File: config.mk
export PLATFORM = sky130hd
export DESIGN_NAME = antialiased_line_rasterizer
export DESIGN_NICKNAME = d
export VERILOG_FILES = /design/src/rtl/alr_pkg.sv /design/src/rtl/antialiased_line_rasterizer.sv /design/src/rtl/alr_cfg.sv /design/src/rtl/alr_front.sv /design/src/rtl/alr_job_queue.sv /design/src/rtl/alr_back.sv
export SDC_FILE = /design/constraint.sdc
export NUM_CORES = 1
export LEC_CHECK = 0
export ABC_AREA = 1
export BUFFER_PORTS_ARGS = -buffer_cell sky130_fd_sc_hd__buf_4
export CORE_ASPECT_RATIO = 1.75
export CORE_MARGIN = 3
export CORE_UTILIZATION = 25
export CTS_BUF_LIST = sky130_fd_sc_hd__clkbuf_4
export CTS_CLUSTER_DIAMETER = 150
export DETAILED_ROUTE_END_ITERATION = 10
export HOLD_SLACK_MARGIN = 0.15
export MAX_ROUTING_LAYER = met4
export PLACE_DENSITY_LB_ADDON = 0.08
export SETUP_SLACK_MARGIN = 0.05
export SLEW_MARGIN = 20
export SYNTH_ARGS = -nofsm -noshare
export SYNTH_HDL_FRONTEND = slang
export SYNTH_SLANG_ARGS = --single-unit
File: constraint.sdc
create_clock -name i_clk -period 21.2 [get_ports i_clk]
set_clock_uncertainty 0.15 [all_clocks]
set_input_delay 5.3 -clock i_clk [delete_from_list [all_inputs] [get_ports i_clk]]
set_output_delay 5.3 -clock i_clk [all_outputs]
set_load 0.005 [all_outputs]
File: src/rtl/alr_pkg.sv
// ----------------------------------------------------------------------------
// alr_pkg
// Shared constants, payload types and register codes for the anti-aliased
// line rasterizer.
// ----------------------------------------------------------------------------
`default_nettype none

package alr_pkg;

    localparam int TILE_SIZE = 32;
    localparam int FRAC_BITS = 16;

    localparam int COORD_W   = 5;
    localparam int COLOUR_W  = 8;
    localparam int LIM_W     = COORD_W + 1;
    localparam int MINOR_W   = LIM_W + 1;
    localparam int DIV_W     = FRAC_BITS + COORD_W;
    localparam int DIV_CNT_W = $clog2(DIV_W + 1);
    localparam int GRAD_W    = DIV_W + 1;
    localparam int INTERY_W  = GRAD_W + 1;

    localparam int APB_ADDR_W = 3;
    localparam int APB_DATA_W = 32;

    localparam logic [LIM_W-1:0] TILE_LIMIT = LIM_W'(TILE_SIZE);
    localparam logic [LIM_W-1:0] CFG_RESET  = LIM_W'(32);

    localparam int JQ_DEPTH  = 2;
    localparam int JQ_PTR_W  = $clog2(JQ_DEPTH);
    localparam int JQ_CNT_W  = $clog2(JQ_DEPTH + 1);
    localparam int OQ_DEPTH  = 2;
    localparam int OQ_PTR_W  = $clog2(OQ_DEPTH);
    localparam int OQ_CNT_W  = $clog2(OQ_DEPTH + 1);

    typedef enum logic [0:0] {
        CFG_WIDTH  = 1'b0,
        CFG_HEIGHT = 1'b1
    } t_cfg_idx;

    typedef struct packed {
        logic [COORD_W-1:0]  x_start;
        logic [COORD_W-1:0]  y_start;
        logic [COORD_W-1:0]  x_end;
        logic [COORD_W-1:0]  y_end;
        logic [COLOUR_W-1:0] red_in;
        logic [COLOUR_W-1:0] green_in;
        logic [COLOUR_W-1:0] blue_in;
        logic [COLOUR_W-1:0] alpha_in;
    } t_line;

    typedef struct packed {
        logic [COORD_W-1:0]  pixel_x;
        logic [COORD_W-1:0]  pixel_y;
        logic [COLOUR_W-1:0] red_out;
        logic [COLOUR_W-1:0] green_out;
        logic [COLOUR_W-1:0] blue_out;
        logic [COLOUR_W-1:0] alpha_out;
        logic                last_fragment;
    } t_frag;

    typedef struct packed {
        logic [LIM_W-1:0] width_in_use;
        logic [LIM_W-1:0] height_in_use;
    } t_cfg;

    // line in drawing frame: x is the major axis, x0 <= x1
    typedef struct packed {
        logic                     steep;
        logic [COORD_W-1:0]       x0;
        logic [COORD_W-1:0]       y0;
        logic [COORD_W-1:0]       x1;
        logic [COORD_W-1:0]       y1;
        logic signed [GRAD_W-1:0] grad;
        logic [COLOUR_W-1:0]      red;
        logic [COLOUR_W-1:0]      green;
        logic [COLOUR_W-1:0]      blue;
        logic [COLOUR_W-1:0]      alpha;
    } t_job;

endpackage

`default_nettype wire

File: src/rtl/antialiased_line_rasterizer.sv
// Setup: a single-point line goes straight to the push state; any other
//   line first runs a bit-serial gradient divide, then enters the line queue.
// Back end: it takes the line, makes two candidate fragments per endpoint,
//   then two per span column, and closes the line; a full result queue stalls
//   it. Setup of the next line overlaps through a two-entry line queue.
// Reset: synchronous, active low; queues empty, registers at 32 columns/rows.
// ----------------------------------------------------------------------------
// antialiased_line_rasterizer
// Wu anti-aliased line fragments for one square tile, queue interfaces and
// APB configuration.
// ----------------------------------------------------------------------------
`default_nettype none

module antialiased_line_rasterizer (
    input  wire logic                           i_clk,
    input  wire logic                           i_rst_n,
    input  wire logic                           psel,
    input  wire logic                           penable,
    input  wire logic                           pwrite,
    input  wire logic [alr_pkg::APB_ADDR_W-1:0] paddr,
    input  wire logic [alr_pkg::APB_DATA_W-1:0] pwdata,
    output logic      [alr_pkg::APB_DATA_W-1:0] prdata,
    output logic                                pready,
    input  wire logic                           push,
    output logic                                full,
    input  wire alr_pkg::t_line                 i_line,
    output logic                                empty,
    input  wire logic                           pop,
    output alr_pkg::t_frag                      o_frag
);
    import alr_pkg::*;

    t_cfg cfg;
    t_job f_job, q_job;
    logic f_push, q_full, q_pop, q_empty;

    alr_cfg u_cfg (
        .i_clk   (i_clk),
        .i_rst_n (i_rst_n),
        .psel    (psel),
        .penable (penable),
        .pwrite  (pwrite),
        .paddr   (paddr),
        .pwdata  (pwdata),
        .prdata  (prdata),
        .pready  (pready),
        .o_cfg   (cfg)
    );

    alr_front u_front (
        .i_clk      (i_clk),
        .i_rst_n    (i_rst_n),
        .push       (push),
        .full       (full),
        .i_line     (i_line),
        .o_job_push (f_push),
        .i_job_full (q_full),
        .o_job      (f_job)
    );

    alr_job_queue u_jq (
        .i_clk   (i_clk),
        .i_rst_n (i_rst_n),
        .i_push  (f_push),
        .i_job   (f_job),
        .o_full  (q_full),
        .i_pop   (q_pop),
        .o_empty (q_empty),
        .o_job   (q_job)
    );

    alr_back u_back (
        .i_clk       (i_clk),
        .i_rst_n     (i_rst_n),
        .i_cfg       (cfg),
        .i_job_empty (q_empty),
        .i_job       (q_job),
        .o_job_pop   (q_pop),
        .empty       (empty),
        .pop         (pop),
        .o_frag      (o_frag)
    );

endmodule

`default_nettype wire

File: src/rtl/alr_cfg.sv
// ----------------------------------------------------------------------------
// alr_cfg
// APB register file: tile width and height in use.
// ----------------------------------------------------------------------------
`default_nettype none

module alr_cfg (
    input  wire logic                           i_clk,
    input  wire logic                           i_rst_n,
    input  wire logic                           psel,
    input  wire logic                           penable,
    input  wire logic                           pwrite,
    input  wire logic [alr_pkg::APB_ADDR_W-1:0] paddr,
    input  wire logic [alr_pkg::APB_DATA_W-1:0] pwdata,
    output logic      [alr_pkg::APB_DATA_W-1:0] prdata,
    output logic                                pready,
    output alr_pkg::t_cfg                       o_cfg
);
    import alr_pkg::*;

    logic [LIM_W-1:0] r_width;
    logic [LIM_W-1:0] r_height;
    t_cfg_idx         idx;
    logic             wr_en;

    assign idx    = t_cfg_idx'(paddr[APB_ADDR_W-1:2]);
    assign wr_en  = psel & penable & pwrite;
    assign pready = 1'b1;

    always_ff @(posedge i_clk) begin
        if (!i_rst_n) begin
            r_width  <= CFG_RESET;
            r_height <= CFG_RESET;
        end else if (wr_en) begin
            case (idx)
                CFG_WIDTH:  r_width  <= pwdata[LIM_W-1:0];
                CFG_HEIGHT: r_height <= pwdata[LIM_W-1:0];
                default: ;
            endcase
        end
    end

    always_comb begin
        case (idx)
            CFG_WIDTH:  prdata = {{(APB_DATA_W-LIM_W){1'b0}}, r_width};
            CFG_HEIGHT: prdata = {{(APB_DATA_W-LIM_W){1'b0}}, r_height};
            default:    prdata = '0;
        endcase
    end

    assign o_cfg.width_in_use  = r_width;
    assign o_cfg.height_in_use = r_height;

endmodule

`default_nettype wire

File: src/rtl/alr_front.sv
// ----------------------------------------------------------------------------
// alr_front
// Line setup: steep test, endpoint ordering and a bit-serial gradient divide.
// ----------------------------------------------------------------------------
`default_nettype none

module alr_front (
    input  wire logic          i_clk,
    input  wire logic          i_rst_n,
    input  wire logic          push,
    output logic               full,
    input  wire alr_pkg::t_line i_line,
    output logic               o_job_push,
    input  wire logic          i_job_full,
    output alr_pkg::t_job      o_job
);
    import alr_pkg::*;

    typedef enum logic [2:0] {
        F_IDLE = 3'b001,
        F_DIV  = 3'b010,
        F_PUSH = 3'b100
    } t_fstate;

    t_fstate                r_state, n_state;
    t_job                   r_job;
    logic                   r_neg;
    logic [COORD_W-1:0]     r_den;
    logic [DIV_W-1:0]       r_quo;
    logic [COORD_W-1:0]     r_rem;
    logic [DIV_CNT_W-1:0]   r_cnt;

    logic                   accept;
    logic [COORD_W-1:0]     adx, ady;
    logic                   steep;
    logic [COORD_W-1:0]     sx0, sy0, sx1, sy1;
    logic                   swap;
    t_job                   n_job;
    logic [COORD_W-1:0]     n_dx, n_ady;
    logic                   n_neg;

    logic [COORD_W:0]       trial, diff;
    logic                   ge;
    logic [COORD_W-1:0]     n_rem;
    logic [DIV_W-1:0]       n_quo;
    logic signed [GRAD_W-1:0] quo_mag;
    logic                   last_step;

    assign accept     = push & ~full;
    assign full       = (r_state != F_IDLE);
    assign o_job_push = (r_state == F_PUSH);
    assign o_job      = r_job;

    always_comb begin
        adx   = (i_line.x_end >= i_line.x_start) ? i_line.x_end - i_line.x_start
                                                 : i_line.x_start - i_line.x_end;
        ady   = (i_line.y_end >= i_line.y_start) ? i_line.y_end - i_line.y_start
                                                 : i_line.y_start - i_line.y_end;
        steep = ady > adx;
        sx0   = steep ? i_line.y_start : i_line.x_start;
        sy0   = steep ? i_line.x_start : i_line.y_start;
        sx1   = steep ? i_line.y_end   : i_line.x_end;
        sy1   = steep ? i_line.x_end   : i_line.y_end;
        swap  = sx0 > sx1;

        n_job       = '0;
        n_job.steep = steep;
        n_job.x0    = swap ? sx1 : sx0;
        n_job.y0    = swap ? sy1 : sy0;
        n_job.x1    = swap ? sx0 : sx1;
        n_job.y1    = swap ? sy0 : sy1;
        n_job.red   = i_line.red_in;
        n_job.green = i_line.green_in;
        n_job.blue  = i_line.blue_in;
        n_job.alpha = i_line.alpha_in;

        n_dx  = n_job.x1 - n_job.x0;
        n_neg = n_job.y1 < n_job.y0;
        n_ady = n_neg ? n_job.y0 - n_job.y1 : n_job.y1 - n_job.y0;
    end

    // restoring divide, one quotient bit per cycle
    always_comb begin
        trial     = {r_rem, r_quo[DIV_W-1]};
        diff      = trial - {1'b0, r_den};
        ge        = trial >= {1'b0, r_den};
        n_rem     = ge ? diff[COORD_W-1:0] : trial[COORD_W-1:0];
        n_quo     = {r_quo[DIV_W-2:0], ge};
        quo_mag   = signed'({1'b0, n_quo});
        last_step = (r_cnt == DIV_CNT_W'(DIV_W - 1));
    end

    always_comb begin
        n_state = r_state;
        case (r_state)
            F_IDLE: if (accept) begin
                n_state = (n_dx == '0) ? F_PUSH : F_DIV;
            end
            F_DIV: if (last_step) begin
                n_state = F_PUSH;
            end
            F_PUSH: if (!i_job_full) begin
                n_state = F_IDLE;
            end
            default: n_state = F_IDLE;
        endcase
    end

    always_ff @(posedge i_clk) begin
        if (!i_rst_n) begin
            r_state <= F_IDLE;
        end else begin
            r_state <= n_state;
        end
    end

    always_ff @(posedge i_clk) begin
        case (r_state)
            F_IDLE: if (accept) begin
                r_job <= n_job;
                r_neg <= n_neg;
                r_den <= n_dx;
                r_quo <= {n_ady, {FRAC_BITS{1'b0}}};
                r_rem <= '0;
                r_cnt <= '0;
            end
            F_DIV: begin
                r_quo <= n_quo;
                r_rem <= n_rem;
                r_cnt <= r_cnt + 1'b1;
                if (last_step) begin
                    r_job.grad <= r_neg ? -quo_mag : quo_mag;
                end
            end
            default: ;
        endcase
    end

endmodule

`default_nettype wire

File: src/rtl/alr_job_queue.sv
// ----------------------------------------------------------------------------
// alr_job_queue
// Two-entry queue of set-up lines between front and back.
// ----------------------------------------------------------------------------
`default_nettype none

module alr_job_queue (
    input  wire logic      i_clk,
    input  wire logic      i_rst_n,
    input  wire logic      i_push,
    input  wire alr_pkg::t_job i_job,
    output logic           o_full,
    input  wire logic      i_pop,
    output logic           o_empty,
    output alr_pkg::t_job  o_job
);
    import alr_pkg::*;

    t_job                r_mem [JQ_DEPTH];
    logic [JQ_PTR_W-1:0] r_wp, r_rp;
    logic [JQ_CNT_W-1:0] r_cnt;
    logic                do_push, do_pop;

    assign o_full  = (r_cnt == JQ_CNT_W'(JQ_DEPTH));
    assign o_empty = (r_cnt == '0);
    assign do_push = i_push & ~o_full;
    assign do_pop  = i_pop & ~o_empty;
    assign o_job   = r_mem[r_rp];

    always_ff @(posedge i_clk) begin
        if (!i_rst_n) begin
            r_wp  <= '0;
            r_rp  <= '0;
            r_cnt <= '0;
        end else begin
            if (do_push) begin
                r_wp <= (r_wp == JQ_PTR_W'(JQ_DEPTH - 1)) ? '0 : r_wp + 1'b1;
            end
            if (do_pop) begin
                r_rp <= (r_rp == JQ_PTR_W'(JQ_DEPTH - 1)) ? '0 : r_rp + 1'b1;
            end
            r_cnt <= r_cnt + JQ_CNT_W'(do_push) - JQ_CNT_W'(do_pop);
        end
    end

    always_ff @(posedge i_clk) begin
        if (do_push) begin
            r_mem[r_wp] <= i_job;
        end
    end

endmodule

`default_nettype wire

File: src/rtl/alr_back.sv
// ----------------------------------------------------------------------------
// alr_back
// Fragment walker: endpoint pairs then span columns, bounds clip, one-deep
// hold-back to mark the final fragment, and a two-entry result queue.
// ----------------------------------------------------------------------------
`default_nettype none

module alr_back (
    input  wire logic      i_clk,
    input  wire logic      i_rst_n,
    input  wire alr_pkg::t_cfg i_cfg,
    input  wire logic      i_job_empty,
    input  wire alr_pkg::t_job i_job,
    output logic           o_job_pop,
    output logic           empty,
    input  wire logic      pop,
    output alr_pkg::t_frag o_frag
);
    import alr_pkg::*;

    typedef enum logic [3:0] {
        B_IDLE  = 4'b0001,
        B_ENDS  = 4'b0010,
        B_SPAN  = 4'b0100,
        B_FLUSH = 4'b1000
    } t_bstate;

    t_bstate                    r_state, n_state;
    t_job                       r_job;
    logic [1:0]                 r_idx;
    logic                       r_half;
    logic [LIM_W-1:0]           r_x;
    logic signed [INTERY_W-1:0] r_intery;
    logic                       r_pend_v;
    t_frag                      r_pend;

    t_frag                      r_oq [OQ_DEPTH];
    logic [OQ_PTR_W-1:0]        r_oq_wp, r_oq_rp;
    logic [OQ_CNT_W-1:0]        r_oq_cnt;
    logic                       oq_full, oq_push, oq_pop;
    t_frag                      oq_data;

    logic [LIM_W-1:0]           lim_w, lim_h;
    logic signed [INTERY_W-1:0] grad_ext, intery_init;
    logic [INTERY_W-1:0]        u;
    logic [FRAC_BITS-1:0]       f;
    logic [LIM_W-1:0]           ip;
    logic [FRAC_BITS:0]         one_minus_f;
    logic [FRAC_BITS+COLOUR_W:0]   prod_r;
    logic [FRAC_BITS+COLOUR_W-1:0] prod_f;
    logic [LIM_W-1:0]           major;
    logic [MINOR_W-1:0]         minor;
    logic [COLOUR_W-1:0]        alpha;
    logic [MINOR_W-1:0]         px, py;
    logic                       gen, cand_ok;
    t_frag                      cand;
    logic [LIM_W-1:0]           x0p1, xn;

    assign o_job_pop = (r_state == B_IDLE) & ~i_job_empty;
    assign gen       = ((r_state == B_ENDS) | (r_state == B_SPAN)) & ~oq_full;

    always_comb begin
        lim_w = (i_cfg.width_in_use  > TILE_LIMIT) ? TILE_LIMIT : i_cfg.width_in_use;
        lim_h = (i_cfg.height_in_use > TILE_LIMIT) ? TILE_LIMIT : i_cfg.height_in_use;

        grad_ext    = INTERY_W'(r_job.grad);
        intery_init = signed'({{(INTERY_W-COORD_W-FRAC_BITS){1'b0}}, r_job.y0,
                               {FRAC_BITS{1'b0}}}) + grad_ext;
        u           = r_intery[INTERY_W-1] ? '0 : unsigned'(r_intery);
        f           = u[FRAC_BITS-1:0];
        ip          = u[FRAC_BITS+LIM_W-1:FRAC_BITS];
        one_minus_f = {1'b1, {FRAC_BITS{1'b0}}} - {1'b0, f};
        prod_r      = one_minus_f * r_job.alpha;
        prod_f      = f * r_job.alpha;

        x0p1 = {1'b0, r_job.x0} + 1'b1;
        xn   = r_x + 1'b1;

        major = '0;
        minor = '0;
        alpha = '0;
        case (r_state)
            B_ENDS: begin
                major = {1'b0, r_idx[1] ? r_job.x1 : r_job.x0};
                minor = {2'b00, r_idx[1] ? r_job.y1 : r_job.y0} + MINOR_W'(r_idx[0]);
                alpha = r_idx[0] ? '0 : r_job.alpha >> 1;
            end
            B_SPAN: begin
                major = r_x;
                minor = {1'b0, ip} + MINOR_W'(r_half);
                alpha = r_half ? prod_f[FRAC_BITS+COLOUR_W-1:FRAC_BITS]
                               : prod_r[FRAC_BITS+COLOUR_W-1:FRAC_BITS];
            end
            default: ;
        endcase

        px      = r_job.steep ? minor : {1'b0, major};
        py      = r_job.steep ? {1'b0, major} : minor;
        cand_ok = (px < {1'b0, lim_w}) && (py < {1'b0, lim_h});

        cand.pixel_x       = px[COORD_W-1:0];
        cand.pixel_y       = py[COORD_W-1:0];
        cand.red_out       = r_job.red;
        cand.green_out     = r_job.green;
        cand.blue_out      = r_job.blue;
        cand.alpha_out     = alpha;
        cand.last_fragment = 1'b0;
    end

    always_comb begin
        oq_push = 1'b0;
        oq_data = r_pend;
        if (gen && cand_ok && r_pend_v) begin
            oq_push = 1'b1;
        end else if ((r_state == B_FLUSH) && !oq_full && r_pend_v) begin
            oq_push               = 1'b1;
            oq_data.last_fragment = 1'b1;
        end
    end

    always_comb begin
        n_state = r_state;
        case (r_state)
            B_IDLE: if (!i_job_empty) begin
                n_state = B_ENDS;
            end
            B_ENDS: if (gen && (r_idx == 2'd3)) begin
                n_state = (x0p1 < {1'b0, r_job.x1}) ? B_SPAN : B_FLUSH;
            end
            B_SPAN: if (gen && r_half && !(xn < {1'b0, r_job.x1})) begin
                n_state = B_FLUSH;
            end
            B_FLUSH: if (!oq_full) begin
                n_state = B_IDLE;
            end
            default: n_state = B_IDLE;
        endcase
    end

    always_ff @(posedge i_clk) begin
        if (!i_rst_n) begin
            r_state  <= B_IDLE;
            r_pend_v <= 1'b0;
        end else begin
            r_state <= n_state;
            if (gen && cand_ok) begin
                r_pend_v <= 1'b1;
            end else if ((r_state == B_FLUSH) && !oq_full) begin
                r_pend_v <= 1'b0;
            end
        end
    end

    always_ff @(posedge i_clk) begin
        if (gen && cand_ok) begin
            r_pend <= cand;
        end
        case (r_state)
            B_IDLE: begin
                r_job  <= i_job;
                r_idx  <= '0;
                r_half <= 1'b0;
            end
            B_ENDS: if (gen) begin
                r_idx    <= r_idx + 1'b1;
                r_x      <= x0p1;
                r_intery <= intery_init;
            end
            B_SPAN: if (gen) begin
                r_half <= ~r_half;
                if (r_half) begin
                    r_x      <= xn;
                    r_intery <= r_intery + grad_ext;
                end
            end
            default: ;
        endcase
    end

    // result queue
    assign oq_full = (r_oq_cnt == OQ_CNT_W'(OQ_DEPTH));
    assign empty   = (r_oq_cnt == '0);
    assign oq_pop  = pop & ~empty;
    assign o_frag  = r_oq[r_oq_rp];

    always_ff @(posedge i_clk) begin
        if (!i_rst_n) begin
            r_oq_wp  <= '0;
            r_oq_rp  <= '0;
            r_oq_cnt <= '0;
        end else begin
            if (oq_push) begin
                r_oq_wp <= (r_oq_wp == OQ_PTR_W'(OQ_DEPTH - 1)) ? '0 : r_oq_wp + 1'b1;
            end
            if (oq_pop) begin
                r_oq_rp <= (r_oq_rp == OQ_PTR_W'(OQ_DEPTH - 1)) ? '0 : r_oq_rp + 1'b1;
            end
            r_oq_cnt <= r_oq_cnt + OQ_CNT_W'(oq_push) - OQ_CNT_W'(oq_pop);
        end
    end

    always_ff @(posedge i_clk) begin
        if (oq_push) begin
            r_oq[r_oq_wp] <= oq_data;
        end
    end

    a_no_pend_idle: assert property (@(posedge i_clk) disable iff (!i_rst_n)
        (r_state == B_IDLE) |-> !r_pend_v)
        else $error("held fragment left over after line end");

    a_oq_bound: assert property (@(posedge i_clk) disable iff (!i_rst_n)
        r_oq_cnt <= OQ_CNT_W'(OQ_DEPTH))
        else $error("result queue overrun");

    a_span_range: assert property (@(posedge i_clk) disable iff (!i_rst_n)
        (r_state == B_SPAN) |-> ((r_x < {1'b0, r_job.x1}) && (r_x > {1'b0, r_job.x0})))
        else $error("span column outside endpoints");

    a_flush_last: assert property (@(posedge i_clk) disable iff (!i_rst_n)
        ((r_state == B_FLUSH) && !oq_full && r_pend_v) |=> !empty)
        else $error("final fragment not queued");

endmodule

`default_nettype wire
==> results of run 1 <==
-- final cells by class --
type,instances,area (um^2)
inverter,462,1734
clock inverter,43,214.0
antenna,4,10.01
sequential,526,15510
tap,1643,2056
timing repair buffer,144,1081
multi-input combinational,1966,13610
clock buffer,199,1494
fill,13140,88390
-- cells by family after synthesis --
logic type                 Yosys count  synth area share, %
buffers and inverters              571                7.288
other                                2              0.02403
muxes                               55                1.942
adders and majority gates          361                18.78
DFF                                526                49.62
and+or+nand+nor                   1096                14.23
xor gates and xnor gates            55                1.542
AOI/OAI and AO/OA                  372                6.579
-- through the flow --
stage,setup WS [ps],cells,utilization (%)
after floorplan,9400,3063,-
after detailed placement,8388,4741,27.39
after global placement,8431,4741,27.39
after CTS,9498,4983,28.76
after global routing,8748,4986,28.77
final,9327,4987,28.77
-- worst max path at each step --
stage / to / cells past startpoint
3_5_place_dp: u_front.r_quo[19]$_DFFE_PP_ / 41
5_1_grt: u_front.r_quo[20]$_DFFE_PP_ / 41
2_1_floorplan: u_front.r_quo[19]$_DFFE_PP_ / 43
4_1_cts: u_front.r_quo[19]$_DFFE_PP_ / 41
3_3_place_gp: u_front.r_quo[19]$_DFFE_PP_ / 39
6_report: u_front.r_quo[19]$_DFFE_PP_ / 38
-- synth_stat cells (4+ instances only) --
cell type and instances:
clkbuf_1 75, xnor2_1 17, nor4_1 6, a31oi_1 9
o21bai_1 5, nand2_2 17, or2_2 4, o22ai_1 5
o21ai_0 168, nand3_1 69, dfxtp_1 29, o21a_1 7
a221oi_1 4, clkinv_1 12, xor2_1 38, inv_1 448
nand4_1 16, o31ai_1 8, nor2_1 251, a21oi_1 124
edfxtp_1 497, buf_4 29, and2_1 4, nor3_1 23
mux2_2 45, mux2i_1 10, a21o_1 7, o21ai_1 5
ha_1 181, a211oi_1 9, a21boi_0 4, fa_1 180
nand2_1 693
-- layout by cell type (no fill, tap or decap), drive strengths merged, types with 29 or more instances in the layout --
| master | n |
|---|---|
| a21oi | 125 |
| buf | 144 |
| clkbuf | 199 |
| clkinv | 45 |
| dfxtp | 29 |
| edfxtp | 497 |
| fa | 180 |
| ha | 181 |
| inv | 458 |
| mux2 | 45 |
| nand2 | 713 |
| nand3 | 71 |
| nor2 | 255 |
| o21ai | 176 |
| xor2 | 38 |
-- layer usage --
layer / vias to the layer above / share of wire [%]
li1: 10410 / -
met1: 10170 / 37
met2: 411 / 55
met3: 191 / 3.5
met4: 0 / 4.3
met5: - / 0
-- state kept, by name (all words and copies together), names as in the netlist, 21 cells and up, named ones only --
register and cells:
u_back.r_job 29, u_front.r_quo 21, u_back.r_oq 86, u_back.oq_data 42
u_back.r_intery 23, u_back.grad_ext 22, u_front.o_job 75, u_jq.r_mem 150
u_back.cand 24
==> flow_summary_export.csv, run 1 <==
group,metric,value,unit
outcome,outcome,"finished clean",
sta,worst_slew_pin_slew,936.5,ps
worst_setup_path,cp_max_fo,39,
synthesis,syn_inst,3038,
synthesis,synth_area_leader_cell,"edfxtp_1",
cts,cts_resized,0,
floorplan,die_h,473.7,um
worst_setup_path,reg2reg_depth,30,
worst_setup_path,r2r_start,"u_back.r_intery[22]$_DFFE_PP_",
detailed_routing,drt-total-wl,83.35,mm
cts,clockRootBuffer,"clkbuf_4",
global_routing,grt_max_degree,64,
cts,clock_latency,970,ps
detailed_routing,via_per_inst,4.246,
synthesis,ys_seq_area_share,49.62,%
cts,htree_num_levels,4,
placed_design,dp_hpwl,62.75,mm
worst_setup_path,r2r_end,"u_back.oq_data[7]$_DFFE_PP_",
worst_setup_path,r2r_slack,12450,ps
finish,nets,3689,
synthesis,synth_area,31250,um^2
detailed_routing,postRouteAntennaNets,0,
synthesis,ys_ff_latch,526,
hold_path,hp-start,"u_back.oq_data[5]$_DFFE_PP_",
worst_setup_path,cp.buffers_inverters,8,
synthesis,synth_area_leaders,"edfxtp_1 48%, fa_1 12%, nand2_1 8.3%, ha_1 7.2%, inv_1 5.4%",
cts,cts_buffers,134,
sta,slew_violations,0,
flow_run,cap_violations,0,
hold_path,holdPathEnd,"u_back.r_oq[0][5]$_DFFE_PP_",
floorplan,start_util,25.18,%
worst_setup_path,cpMostUsedCell,"inv_1",
detailed_routing,via_count,21180,
worst_setup_path,crit_arrival,12410,ps
global_routing,grt_util_met1,13.34,%
worst_setup_path,critical_path.slowest_cell,"o21ai_0",
sta,final.period_utilization,56.01,%
hold_path,hold_class,"flop to flop",
global_routing,grt_usage,13.41,%
sta,relSlewSlack,37.57,%
worst_setup_path,path_class,"input pin to flop",
floorplan,core_region_area,124100,um^2
finish,drive_above_1_share,13.71,%
cts,cts.path.max_buffers,3,
hold_path,whs_path_depth,0,
global_routing,grt_antenna_before_repair,2,
synthesis,synth_area_per_cell,10.29,um^2
floorplan,dieArea,129400,um^2
synthesis,async_flop_share,0,%
cts,cts_tree,"built",
worst_setup_path,critPathLaunchType,"input pin",
detailed_routing,drt_first_pass_iters,5,
sta,hold_viol,0,
placed_design,gp_congestion,0.8347,
synthesis,ys_types,54,
global_routing,top_usage_layer,"met2",
worst_setup_path,cp_top_family,"compound AO/OA/AOI/OAI gates",
sta,setup_viol,0,
sta,rsz0062_at_grt,"no",
synthesis,synth_top_area_share,47.76,%
global_routing,overflow,0,
cts,cts_hold_buf,0,
floorplan,chipWidth,273.3,um
cts,clk_pin_slew_worst_paths,60,ps
synthesis,yosys_warnings,0,
worst_setup_path,max_stage_delay,530,ps
sta,fin_setup_tns,0,ps
placed_design,placed_area,33990,um^2
worst_setup_path,critPathRequiredTime,21740,ps
global_routing,use_met3,2.471,%
sta,timing.fmax,84.22,MHz
detailed_routing,wl_per_cell,16.71,um
placed_design,portBuffers,116,
floorplan,pin_count,172,
finish,post-route-cell-area,35710,um^2
cts,cts_setup_buffers,0,
synthesis,synth-edff-count,497,
global_routing,grt_pass1_wl,129.1,mm
detailed_routing,drc,0,
floorplan,std_cell_rows,171,
sta,period_needed,11870,ps
global_routing,gr-usage-met2,25.01,%
sta,whs,254.1,ps
synthesis,ys.flop_type,"edfxtp_1",
worst_setup_path,endpoint_kind,"flop",
global_routing,grt_pass1_vias,22800,
finish,area.growth.synth_to_final,14.27,%
worst_setup_path,critical_path.startpoint,"i_line[39]",
cts,clkSinkCount,526,
detailed_routing,drt-initial-drc-count,817,
Power of run 1 is left out: the tool's default activity adds up to more than one toggle a clock period on the data nets, which glitch-free logic cannot reach.
==> run 2, diff against run 1 <==
clock period = 9.8 ns   (was 21.2 ns; I/O delays follow)
==> run 2 against run 1 <==
Compared with the run above:
- wire length is 0.57% lower
- via count is 0.15% lower
- final area is 0.37% higher
- first-iteration DRC count is 6.2% lower
- core utilization is 0.11 points higher
- clock-buffer cell count is 3 lower
- sequential share of layout area is 0.16 points lower
- cell count is 0.10% higher
- global-route usage hardly changed
- sequential cell count stayed put
- highest routed layer unchanged
==> flow_summary_export.csv, run 2 (synthesized netlist as in run 1, its figures left out) <==
group,metric,value,unit
placed_design,gp_congestion,0.8372,
global_routing,grt_antenna_before_repair,3,
worst_setup_path,critPathRequiredTime,10350,ps
finish,final_cell_mix,"693 x nand2_1, 497 x edfxtp_1, 445 x inv_1, 246 x nor2_1, 196 x clkbuf_4",
global_routing,grt_max_degree,62,
cts,clkSinkCount,526,
placed_design,portBuffers,116,
cts,htree_num_levels,4,
floorplan,chipWidth,273.3,um
sta,whs,249.9,ps
global_routing,overflow,0,
worst_setup_path,r2r_start,"u_back.r_intery[22]$_DFFE_PP_",
sta,relSlewSlack,28.47,%
sta,fin_setup_tns,0,ps
sta,slew_violations,0,
flow_run,cap_violations,0,
global_routing,grt_pass1_wl,128.9,mm
sta,setup_viol,0,
detailed_routing,drt_first_pass_iters,5,
sta,hold_viol,0,
cts,clk_pin_slew_worst_paths,70,ps
worst_setup_path,critical_path.slowest_cell,"edfxtp_1",
floorplan,dieArea,129400,um^2
placed_design,dp_slack,493.6,ps
finish,nets,3695,
floorplan,std_cell_rows,171,
floorplan,core_region_area,124100,um^2
placed_design,dp_hpwl,63.12,mm
cts,cts.path.max_buffers,3,
finish,top_register,"u_jq.r_mem",
finish,multiInputGateArea,13610,um^2
detailed_routing,drt-total-wl,82.87,mm
finish,area.growth.synth_to_final,14.69,%
sta,fin_ws,1163,ps
worst_setup_path,path_class,"flop to flop",
sta,period_needed,8637,ps
sta,final.period_utilization,88.13,%
hold_path,hold_class,"flop to flop",
worst_setup_path,critical_path.startpoint,"u_back.r_intery[22]$_DFFE_PP_",
finish,final_common_cell,"nand2_1",
detailed_routing,drt-initial-drc-count,766,
cts,cts_hold_buf,0,
detailed_routing,via_per_inst,4.236,
sta,worst_slew_pin_slew,1046,ps
finish,largest_reg_flops,150,
finish,n_fill_cell,13090,
detailed_routing,wl_per_cell,16.60,um
worst_setup_path,crit_arrival,9180,ps
cts,clockRootBuffer,"clkbuf_4",
global_routing,grt_usage,13.37,%
worst_setup_path,cp_max_fo,17,
cts,cts_setup_buffers,0,
cts,cts_buffers,132,
detailed_routing,via_count,21140,
sta,rsz0062_at_grt,"no",
detailed_routing,drc,0,
cts,cts_resized,0,
finish,drive_above_1_share,13.88,%
finish,seq_area,15510,um^2
detailed_routing,postRouteAntennaNets,0,
global_routing,grt_pass1_vias,22800,
sta,timing.fmax,115.8,MHz
cts,cts_tree,"built",
worst_setup_path,max_stage_delay,690,ps
worst_setup_path,endpoint_kind,"flop",
cts,clock_latency,970,ps
floorplan,pin_count,172,
floorplan,start_util,25.18,%
hold_path,hp-start,"u_front.o_job[62]$_DFFE_PP_",
floorplan,die_h,473.7,um
outcome,outcome,"finished clean",
worst_setup_path,critPathLaunchType,"flop",
==> run 2: worst max-delay path, delay by kind of cell, from the launching register on <==
| family | cells | cell delay [ps] |
|---|---|---|
| DFF | 1 | 690 |
| and+or+nand+nor | 14 | 2860 |
| xor gates and xnor gates | 1 | 610 |
| buffers and inverters | 6 | 1040 |
| adders and majority gates | 5 | 2510 |
| AOI/OAI and AO/OA | 4 | 480 |
==> run 2: per-stage QoR <==
stage | instance area [um^2] | utilization, % | std cells
2_1_floorplan | 31340 | - | 3063
3_3_place_gp | 34050 | 27.44 | 4749
3_5_place_dp | 34050 | 27.44 | 4749
4_1_cts | 35820 | 28.87 | 4987
5_1_grt | 35840 | 28.88 | 4992
6_report | 35840 | 28.88 | 4992
==> run 2: layout make-up <==
type	count	area share (%)
Antenna cell	5	0.03491
Clock buffer	196	4.106
Clock inverter	42	0.8519
Inverter	462	4.839
Multi-Input combinational cell	1966	37.98
Sequential cell	526	43.27
Tap cell	1643	5.736
Timing Repair Buffer	152	3.184
==> run 2: worst paths after layout <==
check	endpoint	cells after the start	slack, ps
hold / removal	u_jq.r_mem[1][62]$_DFFE_PP_	0	250
setup reg to reg	u_back.oq_data[7]$_DFFE_PP_	30	1160
hold reg to reg	u_jq.r_mem[1][62]$_DFFE_PP_	0	250
setup / recovery	u_back.oq_data[7]$_DFFE_PP_	30	1160
==> run 2: routing by layer <==
metal,GRT usage (%),routed length [um]
met3,2.238,2667
met4,5.453,2843
met1,13.47,31200
met5,-,0
met2,25.31,46160
Power of run 2 is left out for the same reason.
==> run 3, diff against run 2 <==
PLACE_DENSITY_LB_ADDON = 0.1   (was 0.08)
==> run 3 against run 2 <==
Compared with the run above:
- first-iteration DRC count fell by 3.0%
- setup slack improved by 200 ps
- wire length rose by 2.7%
- final area barely moved
- register-to-register slack improved by 890 ps
- critical path depth rose by 9
- cell count did not move
- core utilization barely moved
- clock-buffer cell count rose by 4
- maximum frequency rose by 2.3%
- critical endpoint is now u_front.r_quo[18]$_DFFE_PP_
- via count fell by 0.56%
- die area did not move
- critical path type is now input pin to flop
==> flow_summary_export.csv, run 3 (synthesized netlist as in run 1, its figures left out) <==
group,metric,value,unit
floorplan,start_util,25.18,%
cts,clkSinkCount,526,
sta,relSlewSlack,25.86,%
outcome,outcome,"finished clean",
placed_design,portBuffers,116,
detailed_routing,via_count,21030,
cts,clk_pin_slew_worst_paths,70,ps
detailed_routing,drc,0,
global_routing,overflow,0,
placed_design,dp_hpwl,63.66,mm
cts,cts_setup_buffers,0,
cts,cts_tree,"built",
finish,area.growth.synth_to_final,14.74,%
detailed_routing,drt-total-wl,85.08,mm
sta,slew_violations,0,
worst_setup_path,critical_path.startpoint,"i_line[34]",
finish,top_register,"u_jq.r_mem",
floorplan,core_region_area,124100,um^2
worst_setup_path,r2r_slack,2050,ps
worst_setup_path,r2r_end,"u_back.oq_data[5]$_DFFE_PP_",
worst_setup_path,max_stage_delay,430,ps
finish,drive_above_1_share,14.00,%
cts,cts.path.max_buffers,3,
detailed_routing,met2WireLength,47.02,mm
global_routing,grt_usage,13.76,%
finish,largest_reg_flops,150,
worst_setup_path,r2r_start,"u_back.r_intery[22]$_DFFE_PP_",
finish,final_common_cell,"nand2_1",
sta,worst_slew_pin_slew,1084,ps
sta,fin_setup_tns,0,ps
worst_setup_path,critPathRequiredTime,10340,ps
hold_path,whs_path_depth,0,
floorplan,dieArea,129400,um^2
finish,nets,3699,
flow_run,cap_violations,0,
cts,htree_num_levels,4,
worst_setup_path,critical_path.slowest_cell,"o21ai_0",
detailed_routing,drt_first_pass_iters,5,
detailed_routing,drt-met1-wl,32.31,mm
floorplan,die_h,473.7,um
sta,hold_viol,0,
worst_setup_path,crit_arrival,8980,ps
cts,cts_resized,0,
finish,seq_area,15510,um^2
finish,final_cell_mix,"692 x nand2_1, 497 x edfxtp_1, 445 x inv_1, 246 x nor2_1, 200 x clkbuf_4",
sta,timing.fmax,118.5,MHz
finish,multiInputGateArea,13610,um^2
finish,n_fill_cell,13220,
global_routing,grt_antenna_before_repair,3,
cts,cts_buffers,134,
detailed_routing,wl_per_cell,17.04,um
sta,period_needed,8442,ps
worst_setup_path,critPathCapture,"u_front.r_quo[18]$_DFFE_PP_",
detailed_routing,postRouteAntennaNets,0,
detailed_routing,wl_met3,2.515,mm
worst_setup_path,critPathLaunchType,"input pin",
detailed_routing,drt-initial-drc-count,743,
sta,setup_viol,0,
worst_setup_path,cpMostUsedCell,"inv_1",
detailed_routing,top_layer_used,"met4",
floorplan,std_cell_rows,171,
cts,cts_hold_buf,0,
worst_setup_path,reg2reg_depth,30,
floorplan,chipWidth,273.3,um
sta,rsz0062_at_grt,"no",
sta,final.period_utilization,86.14,%
worst_setup_path,path_class,"input pin to flop",
placed_design,gp_congestion,0.8128,
cts,clock_latency,1000,ps
cts,clockRootBuffer,"clkbuf_4",
global_routing,grt_pass1_vias,22850,
global_routing,grt_pass1_wl,131.5,mm
worst_setup_path,endpoint_kind,"flop",
floorplan,pin_count,172,
detailed_routing,via_per_inst,4.212,
hold_path,hold_class,"flop to flop",
global_routing,grt_max_degree,63,
worst_setup_path,cp_max_fo,21,
[run 3: per-layer routing]
layer | track usage [%] | up-vias
met5 | - | -
met4 | 6.051 | 0
met3 | 2.299 | 175
met2 | 25.89 | 335
met1 | 13.81 | 10110
li1 | - | 10410
[run 3: critical path, delay by kind of cell]
| kind | cells | cell delay [ps] |
|---|---|---|
| buf+inv | 8 | 850 |
| simple gates | 12 | 1350 |
| compound gates | 12 | 2480 |
| mux | 1 | 210 |
| xor+xnor | 2 | 350 |
| fa+ha+maj | 4 | 1280 |
[run 3: worst min path at each step]
stage                                    startpoint                      endpoint  slack (ps)
after floorplan           u_back.cand[10]$_DFFE_PP_  u_back.oq_data[10]$_DFFE_PP_         250
after global placement    u_back.cand[20]$_DFFE_PP_  u_back.oq_data[20]$_DFFE_PP_         250
after detailed placement  u_back.cand[17]$_DFFE_PP_  u_back.oq_data[17]$_DFFE_PP_         250
after CTS                 u_back.cand[26]$_DFFE_PP_  u_back.oq_data[26]$_DFFE_PP_         250
after global routing      u_back.cand[26]$_DFFE_PP_  u_back.oq_data[26]$_DFFE_PP_         260
final                     u_back.cand[27]$_DFFE_PP_  u_back.oq_data[27]$_DFFE_PP_         240
[run 3: layout make-up]
cell class / count / area share, %
Clock buffer: 200 / 4.188
Sequential cell: 526 / 43.26
Timing Repair Buffer: 154 / 3.259
Tap cell: 1643 / 5.734
Antenna cell: 5 / 0.03490
Clock inverter: 36 / 0.7259
Inverter: 462 / 4.837
Multi-Input combinational cell: 1966 / 37.96
[run 3: through the flow]
stage               setup slack, ps  hold slack, ps  std cells  instance area (um^2)  util (%)
detailed placement            285.2           254.5       4751                 34080     27.46
CTS                            1397           246.4       4987                 35840     28.88
floorplan                     850.1           250.3       3063                 31340         -
global route                  691.5           259.7       4991                 35850     28.89
finish                         1358           240.1       4992                 35850     28.89
global placement              383.4           251.1       4750                 34060     27.45
Power of run 3 is left out for the same reason.
